### src/hw/rtl/bcse_delay.sv
module bcse_delay #(
   parameter int W     = 8,
   parameter int DEPTH = 2
) (
   input  logic         clock,
   input  logic         reset,
   input  logic         en,
   input  logic         d_vld,
   input  logic [W-1:0] d_data,
   output logic         q_vld,
   output logic [W-1:0] q_data
);
   logic         vld_ff  [0:DEPTH-1];
   logic [W-1:0] data_ff [0:DEPTH-1];

   // valid lane: cleared by reset
   always_ff @(posedge clock) begin
      if (reset) begin
         for (int i = 0; i < DEPTH; i++) begin
            vld_ff[i] <= 1'b0;
         end
      end else if (en) begin
         vld_ff[0] <= d_vld;
         for (int i = 1; i < DEPTH; i++) begin
            vld_ff[i] <= vld_ff[i-1];
         end
      end
   end

   always_ff @(posedge clock) begin
      if (en) begin
         data_ff[0] <= d_data;
         for (int i = 1; i < DEPTH; i++) begin
            data_ff[i] <= data_ff[i-1];
         end
      end
   end

   assign q_vld  = vld_ff[DEPTH-1];
   assign q_data = data_ff[DEPTH-1];

endmodule

### config.mk
export PLATFORM = sky130hd
export DESIGN_NAME = bcse_delay
export DESIGN_NICKNAME = d
export VERILOG_FILES = /design/src/hw/rtl/bcse_delay.sv
export SDC_FILE = /design/constraint.sdc
export NUM_CORES = 1
export LEC_CHECK = 0
export BUFFER_PORTS_ARGS = -buffer_cell sky130_fd_sc_hd__buf_2
export CAP_MARGIN = 20
export CORE_ASPECT_RATIO = 0.9
export CORE_UTILIZATION = 40
export CTS_CLUSTER_DIAMETER = 100
export CTS_CLUSTER_SIZE = 20
export DETAILED_ROUTE_END_ITERATION = 8
export PLACE_DENSITY = 0.68
export SYNTH_ARGS = -nofsm -noshare
export SYNTH_HDL_FRONTEND = slang
export SYNTH_SLANG_ARGS = --single-unit
### constraint.sdc
create_clock -name clock -period 0.95 [get_ports clock]
set_clock_uncertainty 0.15 [all_clocks]
set_input_delay 0.1425 -clock clock [delete_from_list [all_inputs] [get_ports clock]]
set_output_delay 0.1425 -clock clock [all_outputs]
set_load 0.005 [all_outputs]
==> run metrics <==
status=complete, but fails checks; failing checks=design-rule violations, negative setup slack; flops & latches, synth=18; critical path arrival=between 700 and 800 ps; register area=approximately 540 µm²; Tcrit/Tclk final=114%; syn nets=just over 40; placed cell areas=701 µm²; largest area contributor in the synthesized netlist=edfxtp_1; Tightest Pin Transition=approximately 100 ps; grt ovf=0; worst vdd ir=~0.77 mV; Fmax=921 MHz; unrepaired setup endpoints after global routing=true; pre-CTS WS=about 10 ps; chip height=~40 µm; Die W=43.7 µm; Power Density=1740 mW/mm²; Setup crit start kind=flop; area delta synth->final=28.7%; drt pass-1 iters=6; DR vias/cell=around 4.3; worst-path fanout max=1; # DRC=2; Total Wirelength=about 740 µm; largest net degree at the start of global routing=11; Ant. Diodes=0; min cycle time layout=between 1000 and 1500 ps; WL per Instance=about 11 µm; gr usage total=about a tenth; Multi-input gate area=~26 µm²; clk sinks=18; FILL cells=roughly 110; Crit Path Class=reg2out; layout cell share with drive strength beyond 1=between 40% and 50%; Crit path required time=~660 ps; full die area=~0.0017 mm²; Clock Latency Late Sink=roughly 270 ps; vias in the first global route=around 280; initial antenna violation count=0; row cnt=13; num ports=21; # setup viols final=9; first-pass GRT wire length=about 1.1 mm; Starting Density=approximately 43%; Final Worst Setup Slack=-136 ps; max-cap violations=0; Synth cell types=4; Crit path max-delay family=flip-flops; via count=300; Placed Cells=58; H-tree depth=1; Antenna Violating Nets Remaining=0; synthesized instance count=29; non-filler instance count after layout=70; Num CTS Buffers=3; Max Slew Vio Count=0; share of the synthesized area in the top cell type=a little under nine tenths; leakage power total=0.331 nW; Syn Area/Cell=roughly 22 µm²; Max clock buf depth=2; Total Power=1.41 mW; normalized max-slew margin=between 90% and 100%; delay of the slowest cell on the worst path=380 ps; hold slack=65.6 ps; final net count=between 60 and 70; CTS root buffer=clkbuf_4; I/O Buffers=20; sequential-to-total area share from yosys stat=approximately 86%; critical-path cell list=buf_2; CTS tree=done; top cells by area, synth=edfxtp_1 (86%), buf_4 (9.6%), and3b_2 (3.2%), or2_1 (1.0%); Clock transition at path regs=approximately 90 ps; Hold Path Class=in2reg; Crit-path slowest cell=edfxtp_1; final std cell area, no fill=between 800 and 900 µm²; Post-Syn Area=627 µm²; post-DP HPWL=455 µm; WP buf/inv=1; core area=0.00145 mm²; Ys Warns=0; DR iter-0 viols=11; placer congestion estimate=about 0.67; Hold Vio Cnt, Final=0; Worst setup EP type=output pin
## path summary, 6_finish.rpt
kind / start / end / slack (ps) / depth (start not counted)
setup / recovery: data_ff[0][15] / q_data[7] / -140 / 1
hold / removal: reset / vld_ff[0][0] / 70 / 2
setup reg to reg: vld_ff[0][0] / vld_ff[0][1] / 10 / 1
hold reg to reg: data_ff[0][3] / data_ff[0][11] / 280 / 0
## per-layer routing
layer	vias up	track usage (%)	share of wire (%)
li1	151	-	-
met1	134	9.91	40
met2	15	17.2	53
met3	0	4.15	6.7
met4	0	7.03	0
met5	-	0	0
## metrics by stage
stage                     util (%)  setup TNS [ps]
after CTS                     55.7           -1150
after detailed placement      48.4               0
after floorplan                  -               0
after global routing          55.7           -1440
after global placement        48.4               0
final                         55.7            -999
## layout by cell type, fill, tap and decap left out
master	Yosys	routed
dlygate4sd3_1	0	8
buf_4	8	2
buf_2	0	20
edfxtp_1	18	18
clkinv_1	0	1
and3b_2	2	2
clkbuf_4	0	3
or2_1	1	1
## power breakdown
| group | internal (mW) | switching, mW | leakage (nW) |
|---|---|---|---|
| Clock | 0.152 | 0.204 | 0.0154 |
| Sequential | 0.939 | 0.0117 | 0.178 |
| Combinational | 0.0622 | 0.0383 | 0.138 |
## repair_timing
action                                  4_1_cts  5_1_grt
gates resized for setup                       0        0
buffers inserted                              0        0
hold endpoints to repair                      8        0
endpoints found under the setup margin       10       10
hold buffers                                  8        0
## kinds of logic (layout without fill, tap and decap cells)
| family | count (synthesis) | count (layout) | synth area share, % |
|---|---|---|---|
| flops | 18 | 18 | 86.2 |
| buf+inv | 8 | 34 | 9.58 |
| simple gates | 3 | 3 | 4.19 |
## state kept, by name, indices dropped and copies added (netlist names)
signal and flops:
vld_ff 2, data_ff 16
## final cells by class
class	instances	share of cell area [%]
clock buffers	3	2.79
clock inverters	1	0.465
multi-input cells	3	3.26
flip-flops and latches	18	67.0
well taps	15	2.33
repair buffers	30	24.2
## cell usage after synthesis, drive strengths merged
| cell type | n |
|---|---|
| edfxtp | 18 |
| buf | 8 |
| and3b | 2 |
| or2 | 1 |
No activity file was read; power rests on OpenSTA's default activity.
