File: src/hw/rtl/bcse_div.sv
module bcse_div #(
   parameter int N_W = 45,
   parameter int D_W = 19,
   parameter int Q_W = 29
) (
   input  logic           clock,
   input  logic           en,
   input  logic [N_W-1:0] num,
   input  logic [D_W-1:0] den,
   output logic [Q_W-1:0] quo
);
   // quotient is known to fit Q_W bits, so the top bits start as the remainder
   logic [D_W-1:0] rem_ff [0:Q_W-1];
   logic [Q_W-1:0] lo_ff  [0:Q_W-1];
   logic [Q_W-1:0] q_ff   [0:Q_W-1];
   logic [D_W-1:0] d_ff   [0:Q_W-1];

   for (genvar k = 0; k < Q_W; k++) begin : g_step
      logic [D_W-1:0] rem_s;
      logic [Q_W-1:0] lo_s;
      logic [Q_W-1:0] q_s;
      logic [D_W-1:0] d_s;
      logic [D_W:0]   trial;
      logic           ge;
      logic [D_W-1:0] rem_in;

      if (k == 0) begin : g_first
         assign rem_s = D_W'(num[N_W-1:Q_W]);
         assign lo_s  = num[Q_W-1:0];
         assign q_s   = '0;
         assign d_s   = den;
      end else begin : g_next
         assign rem_s = rem_ff[k-1];
         assign lo_s  = lo_ff[k-1];
         assign q_s   = q_ff[k-1];
         assign d_s   = d_ff[k-1];
      end

      assign trial  = {rem_s, lo_s[Q_W-1]};
      assign ge     = (trial >= {1'b0, d_s});
      assign rem_in = ge ? D_W'(trial - {1'b0, d_s}) : trial[D_W-1:0];

      always_ff @(posedge clock) begin
         if (en) begin
            rem_ff[k] <= rem_in;
            lo_ff[k]  <= lo_s << 1;
            q_ff[k]   <= {q_s[Q_W-2:0], ge};
            d_ff[k]   <= d_s;
         end
      end
   end

   assign quo = q_ff[Q_W-1];

endmodule

File: config.mk
export PLATFORM = sky130hd
export DESIGN_NAME = bcse_div
export DESIGN_NICKNAME = d
export VERILOG_FILES = /design/src/hw/rtl/bcse_div.sv
export SDC_FILE = /design/constraint.sdc
export NUM_CORES = 2
export LEC_CHECK = 0
export BUFFER_PORTS_ARGS = -buffer_cell sky130_fd_sc_hd__buf_2
export CAP_MARGIN = 20
export CORE_MARGIN = 2
export CORE_UTILIZATION = 35
export CTS_BUF_LIST = sky130_fd_sc_hd__clkbuf_8
export DETAILED_ROUTE_END_ITERATION = 8
export PLACE_DENSITY_LB_ADDON = 0.12
export SLEW_MARGIN = 20
export SYNTH_ARGS = -nofsm -noshare
export SYNTH_HDL_FRONTEND = slang
export SYNTH_SLANG_ARGS = --single-unit
File: constraint.sdc
create_clock -name clock -period 4.1 [get_ports clock]
set_input_delay 0.615 -clock clock [delete_from_list [all_inputs] [get_ports clock]]
set_output_delay 0.615 -clock clock [all_outputs]
set_load 0.05 [all_outputs]
==> qor.yml <==
status:
  outcome: "completed"
floorplanning:
  io_pins: 95
  rows: 185
  dieArea_sq_mm: 0.259
  start_util_pct: 35.2
  die_h_um: 509
  dieWidth_um: 509
  core_sq_mm: 0.254
synth:
  synthDistinctLibCells: 82
  syn_area_sq_mm: 0.0893
  ys_seq_area_share_pct: 64.0
  synth_commonest_cells: "edfxtp_1 (1905), inv_1 (710), ha_1 (549), nand2_1 (455), o21ai_0 (432)"
  avgSynthCellArea_sq_um: 13.4
  synth.most_common_cell: "edfxtp_1"
  yosys_register_bits: 1905
  synth_ff_type: "edfxtp_1"
  synth_edf_count: 1905
  syn_inst: 6664
  synth_top_area_share_pct: 64.0
  syn_nets: 7307
  ys_async_sr_fraction_pct: 0
  yosys.area.top_type: "edfxtp_1"
  netlist_top_cells_area: "edfxtp_1 (64%), ha_1 (7.7%), inv_1 (3.0%)"
  yosys_warnings: 0
clock_network:
  cts_setup_buffers: 0
  root_buffer: "clkbuf_8"
  numCtsBuffers: 349
  cts_tree: "yes"
  cts_buffer_depth: 4
  htreeDepth: 5
  clk_latency_ps: 970
  clkTransAtPathRegs_ps: 60
  postCtsHoldBufs: 63
  cts_sinks: 1905
  ctsResizeCount: 0
critical_path:
  cp_max_fo: 20
  slowest_stage: "a41o_1"
  required_ps: 4750
  arrival_ps: 4390
  critPathBufInv: 1
  start_kind: "register"
  critPathTopFamily: "compound AO/OA/AOI/OAI gates"
  cp_cell_sequence: "inv_1 -> ha_1 -> fa_1 -> nor2b_1 -> o21ai_0 -> a21oi_1 -> o31ai_1 -> nand2_1 -> nor2_1 -> o21ai_0 -> a41o_1 -> mux2_2"
  cpMostUsedCell: "o21ai_0"
  endpoint_kind: "register"
  max_stage_delay_ps: 580
  crit_type: "register to register"
timing:
  worstMarginPinSlew_ps: 936
  setup_ws_ps: 369
  slew_viol_final: 0
  hold_violations: 0
  rsz0062_at_grt: "false"
  post-route-period-util_pct: 91.0
  timing.hold.ws_ps: 172
  max_slew_margin_pct: 37.6
  period_needed_ps: 3730
  fin_tns_setup_ps: 0
  clock.fmax_ghz: 0.268
  finalSetupViolCount: 0
  final.setup_skew_ps: 64.4
drt:
  wl_per_cell_um: 17.0
  drc: 0
  drtAntennaViolNets: 0
  vias_per_cell: 4.82
  drt_iter0_markers: 3328
  vias: 52100
  dr.pass1.iters: 5
  routed_wl_um: 184000
min_path:
  hold_path_class: "primary input to register"
cells_and_area:
  drive_gt1_share_pct: 12.2
  nFillCells: 23900
  final_nets: 7820
  syn_to_final_growth_pct: 13.7
  multi_input_area_sq_mm: 0.0292
  seq_area_sq_mm: 0.0572
grt:
  grt_pass1_wl_um: 291000
  first_global_vias: 52800
  globalRouteMet3Util_pct: 2.49
  use_met1_pct: 17.6
  gr-total-overflow: 0
  grtUsageTotal_pct: 14.0
  antenna_found_initial: 4
  use_met2_pct: 24.3
  grt_max_degree: 112
  grt-busiest-layer: "met2"
placed_design:
  place_ws_ps: 366
  routabilityCongestion: 0.829
  portBuffers: 94
  hpwl_um: 129000
power_and_ir_drop:
  p_leak_nw: 40.1
  cellPowerDensity_mw_per_mm2: 732
  peakVddDrop_mv: 0.326
job:
  max-cap-violations: 0
## cell type report
cell class	count	share of cell area, %
antenna	5	0.0123
clock buffer	354	4.80
clock inverter	253	1.24
inverter	710	2.62
multi-input combinational	3957	28.7
sequential	1905	56.3
tap	3366	4.15
timing repair buffer	254	2.15
## power breakdown
| group | leakage (nW) | internal, mW | total (mW) | switching [mW] |
|---|---|---|---|---|
| sequential | 18.6 | 27.3 | 29.6 | 2.32 |
| combinational | 18.0 | 13.0 | 28.5 | 15.5 |
| clock | 3.52 | 8.40 | 16.3 | 7.89 |
| total | 40.1 | 48.7 | 74.4 | 25.7 |
## placed cells by master, fill, tap and decap left out, types with 175 or more instances in the layout
| cell type | Yosys | routed |
|---|---|---|
| edfxtp_1 | 1905 | 1905 |
| inv_1 | 710 | 807 |
| ha_1 | 549 | 549 |
| nand2_1 | 455 | 455 |
| o21ai_0 | 432 | 431 |
| a21oi_1 | 355 | 355 |
| clkbuf_8 | 0 | 354 |
| nor2_1 | 291 | 291 |
| xnor2_1 | 269 | 269 |
| mux2_2 | 192 | 192 |
| a21o_1 | 175 | 175 |
## routing by layer
metal  vias up  wire [um]
li1      25800          -
met1     25000      80200
met2       914      90500
met3       413       7170
met4         0       5820
met5         -          0
## state kept, by name, indices dropped and copies added (netlist names)
name / flops
q_ff: 435
lo_ff: 406
rem_ff: 532
d_ff: 532
## per-stage QoR
stage	instances	cell area, sq um	total power, mW	util, %
6_report	10800	102000	74.4	40.0
5_1_grt	10800	102000	80.1	40.0
4_1_cts	10800	102000	75.7	40.0
3_5_place_dp	10100	94800	58.6	37.3
3_3_place_gp	10100	94800	58.3	37.3
2_1_floorplan	6664	89300	50.8	-
## path summary, 6_finish.rpt
| path | from | end | slack, ps | depth (start not counted) |
|---|---|---|---|---|
| max reg2reg | lo_ff[10][55]$_DFFE_PP_ | rem_ff[2][126]$_DFFE_PP_ | 370 | 12 |
| max | lo_ff[10][55]$_DFFE_PP_ | rem_ff[2][126]$_DFFE_PP_ | 370 | 12 |
| min reg2reg | lo_ff[0][23]$_DFFE_PP_ | lo_ff[0][52]$_DFFE_PP_ | 370 | 0 |
| min | num[43] | rem_ff[0][15]$_DFFE_PP_ | 170 | 3 |
## worst reg2reg max path, stage by stage, from the launching register on
cell and delay (ps):
edfxtp_1 360, inv_1 80, ha_1 200, fa_1 220, nor2b_1 50, o21ai_0 350
a21oi_1 170, o31ai_1 570, nand2_1 170, nor2_1 150, o21ai_0 120, a41o_1 580
mux2_2 420
## kinds of logic after synthesis
| family | after synthesis | synth area share [%] |
|---|---|---|
| DFF | 1905 | 64.0 |
| AOI/OAI and AO/OA | 1479 | 10.5 |
| and+or+nand+nor | 1231 | 6.38 |
| buffers and inverters | 802 | 3.43 |
| adders and majority gates | 577 | 8.32 |
| xor gates and xnor gates | 416 | 4.08 |
| muxes | 254 | 3.29 |
Note: power is estimated with default switching activity, not from simulation.
